$ cat src/rtl/vdf_pkg.sv
`timescale 1ns / 1ps
`default_nettype none
// ----------------------------------------------------------------------------
// vdf_pkg
// Shared types, constants and codes of the music volume duck and fade block.
// ----------------------------------------------------------------------------
package vdf_pkg;

    localparam int VOL_W      = 8;
    localparam int PCT_W      = 7;
    localparam int TICK_W     = 16;
    localparam int STEP_W     = VOL_W + 1;       // signed ramp step, -256..255
    localparam int CFG_IDX_W  = 8;
    localparam int DIV_W      = 16;              // serial divider word
    localparam int DIV_CNT_W  = $clog2(DIV_W);

    localparam int RAMP_DIV   = 8;
    localparam int VOL_MAX    = 255;
    localparam int PCT_MAX    = 100;

    localparam logic [CFG_IDX_W-1:0] REG_DIM_FACTOR = CFG_IDX_W'(0);
    localparam logic [CFG_IDX_W-1:0] REG_EFF_FACTOR = CFG_IDX_W'(1);

    typedef enum logic [2:0] {
        MODE_DIM        = 3'd0,
        MODE_UNDIM      = 3'd1,
        MODE_DIM_TICK   = 3'd2,
        MODE_FADE_START = 3'd3,
        MODE_FADE_TICK  = 3'd4,
        MODE_SET_VOLUME = 3'd5,
        MODE_SCENE      = 3'd6
    } t_mode;

    typedef struct packed {
        t_mode              mode;
        logic               script_request;
        logic               playing;
        logic [PCT_W-1:0]   volume_percent;
        logic [TICK_W-1:0]  fade_ticks;
    } t_event;

    typedef struct packed {
        logic [VOL_W-1:0]   channel_volume;
        logic               channel_update;
        logic [VOL_W-1:0]   effects_volume;
        logic               effects_update;
        logic               is_dimmed;
        logic               is_script_dimmed;
    } t_result;

    typedef struct packed {
        logic                  valid;
        logic [CFG_IDX_W-1:0]  index;
        logic [VOL_W-1:0]      data;
    } t_cfg_wr;

    typedef struct packed {
        logic              start;
        logic [DIV_W-1:0]  dividend;
        logic [DIV_W-1:0]  divisor;
    } t_div_req;

    typedef struct packed {
        logic              done;
        logic [DIV_W-1:0]  quotient;
    } t_div_rsp;

endpackage
`default_nettype wire

$ cat src/rtl/vdf_div.sv
`timescale 1ns / 1ps
`default_nettype none
// ----------------------------------------------------------------------------
// vdf_div
// Restoring serial divider, one quotient bit per cycle.
// ----------------------------------------------------------------------------
module vdf_div (
    input  wire logic              i_clk,
    input  wire logic              i_rst_n,
    input  wire vdf_pkg::t_div_req i_req,
    output vdf_pkg::t_div_rsp      o_rsp
);
    import vdf_pkg::*;

    logic                 r_busy;
    logic                 r_done;
    logic [DIV_CNT_W-1:0] r_cnt;
    logic [DIV_W-1:0]     r_rem;
    logic [DIV_W-1:0]     r_quo;
    logic [DIV_W-1:0]     r_dvs;

    logic [DIV_W:0]       rem_sh;
    logic [DIV_W:0]       trial;

    assign rem_sh = {r_rem, r_quo[DIV_W-1]};
    assign trial  = rem_sh - {1'b0, r_dvs};

    always_ff @(posedge i_clk) begin
        if (!i_rst_n) begin
            r_busy <= 1'b0;
            r_done <= 1'b0;
            r_cnt  <= '0;
        end else begin
            r_done <= 1'b0;
            if (i_req.start) begin
                r_busy <= 1'b1;
                r_cnt  <= '0;
                r_rem  <= '0;
                r_quo  <= i_req.dividend;
                r_dvs  <= i_req.divisor;
            end else if (r_busy) begin
                // dividend bits shift out of the top as quotient bits shift in
                if (!trial[DIV_W]) begin
                    r_rem <= trial[DIV_W-1:0];
                    r_quo <= {r_quo[DIV_W-2:0], 1'b1};
                end else begin
                    r_rem <= rem_sh[DIV_W-1:0];
                    r_quo <= {r_quo[DIV_W-2:0], 1'b0};
                end
                r_cnt <= r_cnt + DIV_CNT_W'(1);
                if (r_cnt == DIV_CNT_W'(DIV_W - 1)) begin
                    r_busy <= 1'b0;
                    r_done <= 1'b1;
                end
            end
        end
    end

    assign o_rsp.done     = r_done;
    assign o_rsp.quotient = r_quo;

endmodule
`default_nettype wire

$ cat src/rtl/vdf_core.sv
`timescale 1ns / 1ps
`default_nettype none
// ----------------------------------------------------------------------------
// vdf_core
// Volume state and event sequencer; hands every division to the serial divider.
// ----------------------------------------------------------------------------
module vdf_core (
    input  wire logic              i_clk,
    input  wire logic              i_rst_n,
    input  wire vdf_pkg::t_cfg_wr  i_cfg,
    input  wire logic              i_evt_valid,
    input  wire vdf_pkg::t_event   i_evt,
    output logic                   o_evt_ready,
    output logic                   o_res_valid,
    output vdf_pkg::t_result       o_res,
    input  wire logic              i_res_ready,
    output vdf_pkg::t_div_req      o_div_req,
    input  wire vdf_pkg::t_div_rsp i_div_rsp
);
    import vdf_pkg::*;

    typedef enum logic [2:0] {
        S_IDLE,
        S_DIM_Q,
        S_RAMP,
        S_EFF,
        S_FADE_Q,
        S_FADE_STEP,
        S_SETVOL,
        S_DONE
    } t_state;

    t_state              r_state;
    t_mode               r_mode;
    logic [TICK_W-1:0]   r_ticks;
    logic                r_neg;

    logic [VOL_W-1:0]    r_df;
    logic [VOL_W-1:0]    r_edf;
    logic [VOL_W-1:0]    r_uv;
    logic                r_dim;
    logic                r_sdim;
    logic [VOL_W-1:0]    r_dt;
    logic signed [STEP_W-1:0] r_step;
    logic [VOL_W-1:0]    r_pos;
    logic [VOL_W-1:0]    r_flvl;
    logic [VOL_W-1:0]    r_fstep;

    logic [VOL_W-1:0]    r_chan;
    logic                r_chan_up;
    logic [VOL_W-1:0]    r_eff;
    logic                r_eff_up;
    t_div_req            r_dreq;

    logic                active;
    logic [TICK_W-1:0]   ticks1;
    logic signed [STEP_W-1:0] undim_diff;
    logic [VOL_W-1:0]    undim_abs;
    logic signed [STEP_W:0] tick_sum;
    logic [VOL_W:0]      fade_sub;
    logic [VOL_W-1:0]    fade_next;
    logic [PCT_W-1:0]    pct_sat;
    logic [DIV_W-1:0]    pct_scaled;
    logic [VOL_W-1:0]    q8;
    logic [VOL_W-1:0]    dim_lvl;
    logic signed [STEP_W-1:0] q_step;

    assign active     = (r_uv != '0) && i_evt.playing;
    assign ticks1     = (i_evt.fade_ticks == '0) ? TICK_W'(1) : i_evt.fade_ticks;
    assign undim_diff = $signed({1'b0, r_uv}) - $signed({1'b0, r_dt});
    assign undim_abs  = undim_diff[STEP_W-1] ? VOL_W'(-undim_diff) : undim_diff[VOL_W-1:0];
    assign tick_sum   = $signed({2'b00, r_pos}) + $signed({r_step[STEP_W-1], r_step});
    assign fade_sub   = {1'b0, r_flvl} - {1'b0, r_fstep};
    assign fade_next  = fade_sub[VOL_W] ? '0 : fade_sub[VOL_W-1:0];
    assign pct_sat    = (i_evt.volume_percent > PCT_W'(PCT_MAX)) ? PCT_W'(PCT_MAX)
                                                                 : i_evt.volume_percent;
    // pct * 255 as (pct << 8) - pct
    assign pct_scaled = DIV_W'({pct_sat, 8'h00}) - DIV_W'(pct_sat);
    assign q8         = i_div_rsp.quotient[VOL_W-1:0];
    assign dim_lvl    = r_uv - q8;
    assign q_step     = $signed({1'b0, q8});

    always_ff @(posedge i_clk) begin
        if (!i_rst_n) begin
            r_state      <= S_IDLE;
            r_df         <= '0;
            r_edf        <= '0;
            r_uv         <= VOL_W'(VOL_MAX);
            r_dim        <= 1'b0;
            r_sdim       <= 1'b0;
            r_dt         <= '0;
            r_step       <= '0;
            r_pos        <= '0;
            r_flvl       <= '0;
            r_fstep      <= '0;
            r_dreq.start <= 1'b0;
        end else begin
            r_dreq.start <= 1'b0;

            if (i_cfg.valid) begin
                case (i_cfg.index)
                    REG_DIM_FACTOR: r_df  <= i_cfg.data;
                    REG_EFF_FACTOR: r_edf <= i_cfg.data;
                    default: ;
                endcase
            end

            case (r_state)
                S_IDLE: begin
                    if (i_evt_valid) begin
                        r_mode    <= i_evt.mode;
                        r_ticks   <= ticks1;
                        r_chan    <= '0;
                        r_chan_up <= 1'b0;
                        r_eff     <= '0;
                        r_eff_up  <= 1'b0;
                        r_state   <= S_DONE;
                        case (i_evt.mode)
                            MODE_DIM: begin
                                if (!r_dim && active && r_df != '0) begin
                                    r_dim <= 1'b1;
                                    if (i_evt.script_request) begin
                                        r_sdim <= 1'b1;
                                    end
                                    r_dreq.start    <= 1'b1;
                                    r_dreq.dividend <= DIV_W'(r_uv);
                                    r_dreq.divisor  <= DIV_W'(r_df);
                                    r_state         <= S_DIM_Q;
                                end
                            end
                            MODE_UNDIM: begin
                                if (r_dim && !(r_sdim && !i_evt.script_request)) begin
                                    r_dim  <= 1'b0;
                                    r_sdim <= 1'b0;
                                    if (active) begin
                                        if (r_step == '0) begin
                                            r_pos <= r_dt;
                                        end
                                        r_neg           <= undim_diff[STEP_W-1];
                                        r_eff           <= VOL_W'(VOL_MAX);
                                        r_eff_up        <= 1'b1;
                                        r_dreq.start    <= 1'b1;
                                        r_dreq.dividend <= DIV_W'(undim_abs);
                                        r_dreq.divisor  <= DIV_W'(RAMP_DIV);
                                        r_state         <= S_RAMP;
                                    end
                                end
                            end
                            MODE_DIM_TICK: begin
                                if (r_step != '0) begin
                                    r_chan_up <= 1'b1;
                                    // clamp to user volume first, then to the duck target
                                    if (tick_sum >= $signed({2'b00, r_uv})) begin
                                        r_pos  <= r_uv;
                                        r_chan <= r_uv;
                                        r_step <= '0;
                                    end else if (tick_sum <= $signed({2'b00, r_dt})) begin
                                        r_pos  <= r_dt;
                                        r_chan <= r_dt;
                                        r_step <= '0;
                                    end else begin
                                        r_pos  <= tick_sum[VOL_W-1:0];
                                        r_chan <= tick_sum[VOL_W-1:0];
                                    end
                                end
                            end
                            MODE_FADE_START: begin
                                if (active) begin
                                    r_dreq.start <= 1'b1;
                                    if (r_dim && r_df != '0) begin
                                        r_dim           <= 1'b0;
                                        r_dreq.dividend <= DIV_W'(r_uv);
                                        r_dreq.divisor  <= DIV_W'(r_df);
                                        r_state         <= S_FADE_Q;
                                    end else begin
                                        r_dim           <= 1'b0;
                                        r_flvl          <= r_uv;
                                        r_dreq.dividend <= DIV_W'(r_uv);
                                        r_dreq.divisor  <= DIV_W'(ticks1);
                                        r_state         <= S_FADE_STEP;
                                    end
                                end
                            end
                            MODE_FADE_TICK: begin
                                if (active) begin
                                    r_flvl    <= fade_next;
                                    r_chan    <= fade_next;
                                    r_chan_up <= 1'b1;
                                end
                            end
                            MODE_SET_VOLUME: begin
                                r_dim           <= 1'b0;
                                r_dreq.start    <= 1'b1;
                                r_dreq.dividend <= pct_scaled;
                                r_dreq.divisor  <= DIV_W'(PCT_MAX);
                                r_state         <= S_SETVOL;
                            end
                            MODE_SCENE: begin
                                r_dim     <= 1'b0;
                                r_sdim    <= 1'b0;
                                r_step    <= '0;
                                r_uv      <= VOL_W'(VOL_MAX);
                                r_chan    <= VOL_W'(VOL_MAX);
                                r_chan_up <= 1'b1;
                            end
                            default: ;
                        endcase
                    end
                end
                S_DIM_Q: begin
                    if (i_div_rsp.done) begin
                        // duck target is volume less volume/factor; step is -(q / divisor)
                        r_dt <= dim_lvl;
                        if (r_step == '0) begin
                            r_pos <= r_uv;
                        end
                        r_neg           <= 1'b1;
                        r_dreq.start    <= 1'b1;
                        r_dreq.dividend <= i_div_rsp.quotient;
                        r_dreq.divisor  <= DIV_W'(RAMP_DIV);
                        r_state         <= S_RAMP;
                    end
                end
                S_RAMP: begin
                    if (i_div_rsp.done) begin
                        r_step <= r_neg ? -q_step : q_step;
                        if (r_mode == MODE_DIM && r_edf != '0) begin
                            r_dreq.start    <= 1'b1;
                            r_dreq.dividend <= DIV_W'(VOL_MAX);
                            r_dreq.divisor  <= DIV_W'(r_edf);
                            r_state         <= S_EFF;
                        end else begin
                            r_state <= S_DONE;
                        end
                    end
                end
                S_EFF: begin
                    if (i_div_rsp.done) begin
                        r_eff    <= VOL_W'(VOL_MAX) - q8;
                        r_eff_up <= 1'b1;
                        r_state  <= S_DONE;
                    end
                end
                S_FADE_Q: begin
                    if (i_div_rsp.done) begin
                        r_flvl          <= dim_lvl;
                        r_dreq.start    <= 1'b1;
                        r_dreq.dividend <= DIV_W'(dim_lvl);
                        r_dreq.divisor  <= DIV_W'(r_ticks);
                        r_state         <= S_FADE_STEP;
                    end
                end
                S_FADE_STEP: begin
                    if (i_div_rsp.done) begin
                        // step never exceeds the level here, so no floor needed
                        r_fstep   <= q8;
                        r_flvl    <= r_flvl - q8;
                        r_chan    <= r_flvl - q8;
                        r_chan_up <= 1'b1;
                        r_state   <= S_DONE;
                    end
                end
                S_SETVOL: begin
                    if (i_div_rsp.done) begin
                        r_uv      <= q8;
                        r_chan    <= q8;
                        r_chan_up <= 1'b1;
                        r_state   <= S_DONE;
                    end
                end
                S_DONE: begin
                    if (i_res_ready) begin
                        r_state <= S_IDLE;
                    end
                end
                default: r_state <= S_IDLE;
            endcase
        end
    end

    assign o_evt_ready = (r_state == S_IDLE);
    assign o_res_valid = (r_state == S_DONE);
    assign o_div_req   = r_dreq;

    assign o_res.channel_volume   = r_chan;
    assign o_res.channel_update   = r_chan_up;
    assign o_res.effects_volume   = r_eff;
    assign o_res.effects_update   = r_eff_up;
    assign o_res.is_dimmed        = r_dim;
    assign o_res.is_script_dimmed = r_sdim;

endmodule
`default_nettype wire

$ cat src/rtl/volume_duck_and_fade_ramp.sv
`timescale 1ns / 1ps
`default_nettype none
// ticks, scene reset and refused events need no division; every division goes through
//   the 16-step serial divider (one quotient bit per cycle), and dim takes up to three
//   divisions, fade start up to two, undim and set volume one each
// throughput: one item in flight; the next is taken once the result enters the output register
// reset: synchronous active low; full user volume, no dimming, no ramp, factors 0
// ----------------------------------------------------------------------------
// volume_duck_and_fade_ramp
// Music channel volume controller with duck ramp and fade out, stream ports.
// ----------------------------------------------------------------------------
module volume_duck_and_fade_ramp (
    input  wire logic        i_clk,
    input  wire logic        i_rst_n,
    input  wire logic        i_cfg_valid,
    output logic             o_cfg_ready,
    input  wire logic [vdf_pkg::CFG_IDX_W-1:0] i_cfg_index,
    input  wire logic [vdf_pkg::VOL_W-1:0]     i_cfg_data,
    input  wire logic        s_axis_tvalid,
    output logic             s_axis_tready,
    // script_request, playing, volume_percent[6:0], fade_ticks[15:0], zero pad
    input  wire logic [31:0] s_axis_tdata,
    // mode[2:0]
    input  wire logic [2:0]  s_axis_tuser,
    output logic             m_axis_tvalid,
    input  wire logic        m_axis_tready,
    // channel_volume[7:0], channel_update, effects_volume[7:0], effects_update,
    // is_dimmed, is_script_dimmed, zero pad
    output logic [23:0]      m_axis_tdata
);
    import vdf_pkg::*;

    t_cfg_wr  cfg;
    t_event   evt;
    t_result  res;
    t_div_req dreq;
    t_div_rsp drsp;
    logic     res_valid;
    logic     res_ready;

    logic        r_m_valid;
    logic [23:0] r_m_data;

    assign cfg.valid = i_cfg_valid;
    assign cfg.index = i_cfg_index;
    assign cfg.data  = i_cfg_data;
    assign o_cfg_ready = 1'b1;

    assign evt.mode           = t_mode'(s_axis_tuser);
    assign evt.script_request = s_axis_tdata[0];
    assign evt.playing        = s_axis_tdata[1];
    assign evt.volume_percent = s_axis_tdata[8:2];
    assign evt.fade_ticks     = s_axis_tdata[24:9];

    assign res_ready = !r_m_valid || m_axis_tready;

    vdf_core u_core (
        .i_clk       (i_clk),
        .i_rst_n     (i_rst_n),
        .i_cfg       (cfg),
        .i_evt_valid (s_axis_tvalid),
        .i_evt       (evt),
        .o_evt_ready (s_axis_tready),
        .o_res_valid (res_valid),
        .o_res       (res),
        .i_res_ready (res_ready),
        .o_div_req   (dreq),
        .i_div_rsp   (drsp)
    );

    vdf_div u_div (
        .i_clk   (i_clk),
        .i_rst_n (i_rst_n),
        .i_req   (dreq),
        .o_rsp   (drsp)
    );

    always_ff @(posedge i_clk) begin
        if (!i_rst_n) begin
            r_m_valid <= 1'b0;
        end else begin
            if (res_valid && res_ready) begin
                r_m_valid <= 1'b1;
                r_m_data  <= {4'b0000, res.is_script_dimmed, res.is_dimmed,
                              res.effects_update, res.effects_volume,
                              res.channel_update, res.channel_volume};
            end else if (m_axis_tready) begin
                r_m_valid <= 1'b0;
            end
        end
    end

    assign m_axis_tvalid = r_m_valid;
    assign m_axis_tdata  = r_m_data;

endmodule
`default_nettype wire

$ cat config.mk
export PLATFORM = sky130hd
export DESIGN_NAME = volume_duck_and_fade_ramp
export DESIGN_NICKNAME = d
export VERILOG_FILES = /design/src/rtl/vdf_pkg.sv /design/src/rtl/vdf_div.sv /design/src/rtl/vdf_core.sv /design/src/rtl/volume_duck_and_fade_ramp.sv
export SDC_FILE = /design/constraint.sdc
export NUM_CORES = 1
export LEC_CHECK = 0
export BUFFER_PORTS_ARGS = -buffer_cell sky130_fd_sc_hd__buf_2
export CAP_MARGIN = 20
export CORE_ASPECT_RATIO = 1.75
export CORE_UTILIZATION = 45
export DETAILED_ROUTE_END_ITERATION = 8
export HOLD_SLACK_MARGIN = 0.02
export PLACE_DENSITY = 0.64
export SYNTH_ARGS = -nofsm -noshare
export SYNTH_HDL_FRONTEND = slang
export SYNTH_SLANG_ARGS = --single-unit
$ cat constraint.sdc
create_clock -name i_clk -period 5.07 [get_ports i_clk]
set_clock_uncertainty 0.1 [all_clocks]
set_input_delay 1.014 -clock i_clk [delete_from_list [all_inputs] [get_ports i_clk]]
set_output_delay 1.014 -clock i_clk [all_outputs]
set_load 0.005 [all_outputs]
==> results.json, run 1 <==
{
  "outcome": "complete, no violations",
  "period_minus_slack_ps": 4363,
  "first_pass_iters": 5,
  "fillers": 2714,
  "hold_viol": 0,
  "synth_edf_count": 138,
  "grt_max_degree": 41,
  "drv_slew": 0,
  "ir_drop_mv": 0.1853,
  "rows": 82,
  "hold_start": "u_core.o_div_req[6]",
  "cts_sinks": 216,
  "finalInstanceArea_sq_um": 14490,
  "arrival_ps": 4450,
  "viasPerCell": 6.051,
  "path_clk_slew_ps": 70,
  "power_mw": 4.746,
  "synthArstFlopShare_pct": 0,
  "powerDensity_nw_per_um2": 327.5,
  "fin_tns_setup_ps": 0,
  "area_delta_synth_final_pct": 9.940,
  "synth-seq-cells": 216,
  "synth.distinct_cells": 91,
  "path_max_fanout": 8,
  "met1_usage_pct": 27.31,
  "ios": 83,
  "cts_resized": 0,
  "yosysMostFrequentCell": "nand2_1",
  "grt_overflow": 0,
  "die_y_um": 228.4,
  "reg2reg_slack_ps": 710,
  "startpoint_type": "flip-flop",
  "regToRegEndpoint": "u_core.r_chan[5]",
  "post_synth_instance_area_sq_um": 13180,
  "fmax_ghz": 0.2292,
  "cts_max_path_buffers": 3,
  "worstPathRequired_ps": 5160,
  "vias": 11080,
  "synth.largest_area_cell": "edfxtp_1",
  "grt_pass1_wl_um": 63400,
  "nets": 1572,
  "setup_viol": 0,
  "wl_per_cell_um": 22.72,
  "dp_hpwl_um": 31800,
  "hold_class": "reg2reg",
  "cts_root_buffer": "clkbuf_16",
  "netlist.area_leader.share_pct": 31.44,
  "relSlewSlack_pct": 28.68,
  "coreArea_sq_um": 28730,
  "synth.yosys.warnings": 0,
  "end_kind": "flip-flop",
  "antenna_left": 0,
  "rsz0062_at_grt": "no",
  "synthFlopType": "edfxtp_1",
  "syn_inst": 1395,
  "drcViolationCount": 0,
  "tightestPinTransition_ps": 1066,
  "synthTopCellsByCount": "nand2_1 (154), edfxtp_1 (138), nor2_1 (108), o21ai_0 (99), a21oi_1 (90)",
  "whs_path_depth": 0,
  "ctsHoldBuffers": 0,
  "die_width_um": 131.4,
  "clkLatencyLatePin_ps": 530,
  "ff2ff_path_depth": 15,
  "htreeDepth": 1,
  "p_leak_nw": 5.605,
  "cts_setup_buffers": 0,
  "maxCapViolCount": 0,
  "antenna_found_initial": 2,
  "regToRegStartpoint": "u_core.r_step[0]",
  "place_area_sq_um": 13860,
  "grt_use_total_pct": 27.92,
  "gr-max-usage-layer": "met2",
  "ys_seq_area_share_pct": 43.29,
  "tritoncts": "yes",
  "portBuffers": 70,
  "routed_wl_um": 41590,
  "globalRouteMet3Util_pct": 3.171,
  "post-route-period-util_pct": 86.05,
  "gp_congestion": 0.9564,
  "critPathKind": "reg2reg",
  "grt_util_met2_pct": 52.13,
  "cts_made_buffers": 21,
  "synth_area_leaders": "edfxtp_1 (31%), dfxtp_1 (12%), ha_1 (7.0%)",
  "worstHoldEndpoint": "u_div.r_dvs[6]",
  "drive_gt1_share_pct": 12.47,
  "dieArea_sq_um": 30000,
  "initial_utilization_pct": 45.88,
  "grt_pass1_vias": 11030,
  "syn_area_per_cell_sq_um": 9.447,
  "drt_iter0_drc": 773
}
==> flip-flops by register name, summed over array words and instances, names as in the netlist, 3 cells and up <==
signal / flops
u_core.r_pos: 8
u_core.r_state: 3
u_div.r_quo: 16
u_core.r_uv: 8
u_core.r_mode: 3
u_core.r_df: 8
u_core.r_ticks: 16
u_core.r_flvl: 8
u_core.o_div_req: 33
u_div.r_dvs: 16
u_div.r_rem: 16
u_core.r_eff: 8
u_div.r_cnt: 4
u_core.r_dt: 8
u_core.r_step: 9
u_core.r_edf: 8
u_core.r_fstep: 8
u_core.r_chan: 8
m_axis_tdata: 20
==> layout by cell type (no fill, tap or decap), types with 18 or more instances in the layout <==
cell type and n:
a21o_1 19, a21oi_1 89, a22oi_1 18, buf_2 70, buf_4 21, clkbuf_16 21, dfxtp_1 78, edfxtp_1 138
ha_1 74, inv_1 71, mux2i_1 36, nand2_1 154, nand3_1 42, nor2_1 106, nor3_1 22, o21ai_0 99
o22ai_1 22, xnor2_1 39
==> report_power, final <==
part           switching (mW)  internal [mW]
clock network           0.703          0.785
registers               0.113           2.06
logic                   0.705          0.381
total                    1.52           3.22
==> critical path: stages, from the launching register on <==
cell and delay (ps):
dfxtp_1 330, ha_1 230, fa_1 460, a21o_1 190, nand4_1 130, nand2_1 70, nor2_1 110, xnor2_1 270
ha_1 330, o21a_1 190, a221oi_1 420, nor2_1 110, o211a_1 390, mux2_4 350, mux2i_1 130, o2111ai_1 210
==> metal layers <==
metal	wire length (um)	vias to the layer above
li1	-	5230
met1	14190	5284
met2	21850	382
met3	1731	183
met4	3819	0
met5	0	-
==> layout make-up <==
cell class | count | area (sq um) | area share (%)
clock buffer | 26 | 554.3 | 3.826
tap | 378 | 473.0 | 3.264
inverter | 73 | 274.0 | 1.891
sequential | 216 | 5705 | 39.38
multi-input combinational | 1033 | 6897 | 47.60
antenna | 2 | 5.005 | 0.03454
clock inverter | 12 | 72.57 | 0.5009
timing repair buffer | 91 | 508.0 | 3.506
==> cells by family after synthesis <==
kind of cell	after synthesis	synth area share (%)
XOR/XNOR	52	3.456
multiplexers	56	4.576
adder cells (fa/ha/maj)	80	7.937
other	2	0.05699
AND/OR/NAND/NOR	430	15.33
flip-flops	216	43.29
buffers and inverters	149	4.624
AO/OA/AOI/OAI	410	20.73
==> through the flow <==
stage	hold slack, ps	setup slack, ps	std cells	util (%)
finish	314.9	707.4	1831	50.44
global route	320.8	429.5	1830	50.43
CTS	316.6	669.9	1829	50.42
detailed placement	304.5	702.2	1791	48.24
global placement	300.9	696.0	1791	48.24
floorplan	300.3	1305	1398	-
==> worst max-delay path by stage <==
| stage | start | endpoint | slack, ps | cells after the start |
|---|---|---|---|---|
| after detailed placement | u_core.r_step[0] | u_core.r_chan[5] | 700 | 15 |
| after global placement | u_core.r_step[0] | u_core.r_chan[5] | 700 | 15 |
| after global routing | u_core.r_step[0] | u_core.r_chan[5] | 430 | 15 |
| after floorplan | u_core.r_pos[0] | u_core.r_chan[3] | 1310 | 16 |
| final | u_core.r_step[0] | u_core.r_chan[5] | 710 | 15 |
| after CTS | u_core.r_step[0] | u_core.r_chan[5] | 670 | 15 |
No activity file was read; power rests on OpenSTA's default activity.
==> run 2, diff against run 1 <==
--- a/config.mk
+++ b/config.mk
@@ -5,6 +5,7 @@
 export SDC_FILE = /design/constraint.sdc
 export NUM_CORES = 1
 export LEC_CHECK = 0
+export ABC_AREA = 1
 export BUFFER_PORTS_ARGS = -buffer_cell sky130_fd_sc_hd__buf_2
 export CAP_MARGIN = 20
 export CORE_ASPECT_RATIO = 1.75
==> run 2 against run 1 <==
Count of clock-buffer cells in the layout shrank 2. Clock power increased by 7%. Global-route usage down 1.4 points. Die area is 0.46% lower. Total power grew 28%. Non-clock buffer count shrank 8. First-iteration DRC count up 0.26%. Worst setup slack gained 430 ps. Sequential power about the same. Maximum frequency increased by 11%. Critical path type unchanged. Largest cell class unchanged. Largest power group is now combinational logic. Highest routed layer unchanged.
==> results.json, run 2 <==
{
  "met1_usage_pct": 28.80,
  "cts_setup_buffers": 0,
  "routed_wl_um": 38600,
  "place_area_sq_um": 13800,
  "critical-path-max-stage-delay_ps": 440,
  "initial_utilization_pct": 45.83,
  "globalRouteMet3Util_pct": 2.814,
  "ys_seq_area_share_pct": 43.49,
  "cts_resized": 0,
  "multi_input_area_sq_um": 6327,
  "register_area_sq_um": 5705,
  "synth.yosys.warnings": 0,
  "hold_class": "reg2reg",
  "regToRegStartpoint": "u_core.r_step[2]",
  "path_max_fanout": 10,
  "cts_root_buffer": "clkbuf_16",
  "regToRegEndpoint": "u_core.r_chan[6]",
  "ctsHoldBuffers": 0,
  "grt_pass1_wl_um": 59600,
  "synth.largest_area_cell": "edfxtp_1",
  "ff2ff_path_depth": 21,
  "gp_congestion": 0.9951,
  "fmax_ghz": 0.2540,
  "synth_edf_count": 138,
  "fin_tns_setup_ps": 0,
  "largest_register_ffs": 33,
  "syn_inst": 1612,
  "gr-max-usage-layer": "met2",
  "cts_max_path_buffers": 3,
  "synth.distinct_cells": 65,
  "first_pass_iters": 5,
  "clkLatencyLatePin_ps": 520,
  "crit_top_cell": "nand2_1",
  "fillers": 2736,
  "placed_cells": 2017,
  "rows": 82,
  "htreeDepth": 1,
  "die_y_um": 227.9,
  "drt_iter0_drc": 775,
  "antenna_found_initial": 2,
  "hold_start": "u_core.o_div_req[8]",
  "power_mw": 6.097,
  "vias": 11360,
  "grt_overflow": 0,
  "path_clk_slew_ps": 60,
  "netlist.area_leader.share_pct": 31.59,
  "critPathKind": "reg2reg",
  "cts_made_buffers": 21,
  "synthArstFlopShare_pct": 0,
  "area_delta_synth_final_pct": 10.48,
  "period_minus_slack_ps": 3937,
  "outcome": "complete, no violations",
  "ios": 83,
  "portBuffers": 70,
  "finalInstanceArea_sq_um": 14490,
  "tightestPinTransition_ps": 996.4,
  "dieArea_sq_um": 29860,
  "post_synth_instance_area_sq_um": 13120,
  "end_kind": "flip-flop",
  "nets": 1798,
  "dp_hpwl_um": 30060,
  "syn_area_per_cell_sq_um": 8.137,
  "fin_cells": 2055,
  "grt_util_met2_pct": 47.87,
  "grt_max_degree": 56,
  "grt_pass1_vias": 11000,
  "synth_area_leaders": "edfxtp_1 (32%), dfxtp_1 (12%), nand2_1 (7.8%)",
  "arrival_ps": 4090,
  "timing.critical_path.cells": "ha_1, nand2_1, inv_1, a21oi_1, o21ai_0, xor2_1, ha_1, nand2_1, nor2_1, o21ai_0, nand2_1, o21bai_1, nand3_1, nand2_1, nand2_2, inv_1, nand3_1, nand2_1, nor2_1, o21ai_1, nand2_1",
  "startpoint_type": "flip-flop",
  "crit_slowest_cell": "xor2_1",
  "setup_viol": 0,
  "viasPerCell": 5.526,
  "coreArea_sq_um": 28630,
  "final_common_cell": "nand2_1",
  "antenna_left": 0,
  "reg2reg_slack_ps": 1130,
  "p_leak_nw": 6.039,
  "maxCapViolCount": 0,
  "drcViolationCount": 0,
  "relSlewSlack_pct": 33.45,
  "grt_use_total_pct": 26.54,
  "ir_drop_mv": 0.3226,
  "yosysMostFrequentCell": "nand2_1",
  "layout_common_cells": "nand2_1 (272), inv_1 (202), a21oi_1 (150)",
  "synthFlopType": "edfxtp_1",
  "rsz0062_at_grt": "no",
  "worstHoldEndpoint": "u_div.r_dvs[8]",
  "whs_path_depth": 0,
  "tritoncts": "yes",
  "wl_per_cell_um": 18.79,
  "die_width_um": 131.1,
  "synth-seq-cells": 216,
  "drv_slew": 0,
  "synthTopCellsByCount": "nand2_1 (272), inv_1 (202), a21oi_1 (150), o21ai_0 (144), edfxtp_1 (138)",
  "worstPathRequired_ps": 5220,
  "post-route-period-util_pct": 77.66,
  "powerDensity_nw_per_um2": 420.7,
  "hold_viol": 0,
  "cts_sinks": 216,
  "drive_gt1_share_pct": 10.45
}
-- run 2: changes by cell type after synthesis, moves of 16 or more --
| cell | before | now |
|---|---|---|
| a21o_1 | 19 | 1 |
| nand3_1 | 42 | 88 |
| xnor2_1 | 39 | 11 |
| inv_2 | 1 | 18 |
| o21ai_1 | 8 | 24 |
| mux2i_1 | 36 | 1 |
| a21oi_1 | 90 | 150 |
| nand2_1 | 154 | 272 |
| nor2b_1 | 16 | 0 |
| o21ai_0 | 99 | 144 |
| inv_1 | 71 | 202 |
| nor2_1 | 108 | 134 |
-- run 2: critical path, delay by kind of cell (launching register included) --
kind / cells / cell delay, ps
xor+xnor: 1 / 440
buf+inv: 2 / 320
flops: 1 / 320
simple gates: 11 / 1080
compound gates: 5 / 730
fa+ha+maj: 2 / 670
-- run 2: per-stage QoR --
stage	utilization [%]	setup WS (ps)	hold slack (ps)
6_report	50.63	1133	317.8
5_1_grt	50.63	897.9	328.9
4_1_cts	50.61	1173	319.2
3_5_place_dp	48.22	1181	304.5
3_3_place_gp	48.22	1153	304.2
2_1_floorplan	-	724.7	300.3
-- run 2: cells by family after synthesis --
| logic type | count (synthesis) | synth area share, % |
|---|---|---|
| AOI/OAI and AO/OA | 406 | 17.54 |
| xor gates and xnor gates | 35 | 2.337 |
| adders and majority gates | 80 | 7.974 |
| buffers and inverters | 284 | 8.537 |
| DFF | 216 | 43.49 |
| muxes | 1 | 0.07631 |
| other | 2 | 0.05725 |
| and+or+nand+nor | 588 | 19.98 |
-- run 2: worst max path at each step --
stage / startpoint / endpoint / slack [ps]
final: u_core.r_step[2] / u_core.r_chan[6] / 1130
after global placement: u_core.r_step[2] / u_core.r_chan[4] / 1150
after detailed placement: u_core.r_step[2] / u_core.r_chan[4] / 1180
after global routing: u_core.r_step[2] / u_core.r_chan[5] / 900
after floorplan: s_axis_tuser[2] / u_core.o_div_req[0] / 720
after CTS: u_core.r_step[2] / u_core.r_chan[4] / 1170
-- run 2: metal layers --
| metal | wire length [um] | vias up |
|---|---|---|
| li1 | - | 5616 |
| met1 | 14380 | 5258 |
| met2 | 20010 | 347 |
| met3 | 1552 | 134 |
| met4 | 2661 | 0 |
| met5 | 0 | - |
-- run 2: cell type report --
class	instances	share of cell area (%)
clock inverters	12	0.9497
well taps	378	3.263
repair buffers	83	3.091
diodes	2	0.03453
multi-input cells	1115	43.66
clock buffers	24	3.773
flip-flops and latches	216	39.37
inverters	225	5.862
-- run 2: where the power goes --
group / switching [mW] / internal, mW
Sequential: 0.147 / 2.05
Clock: 0.677 / 0.926
Combinational: 1.58 / 0.719
Total: 2.40 / 3.69
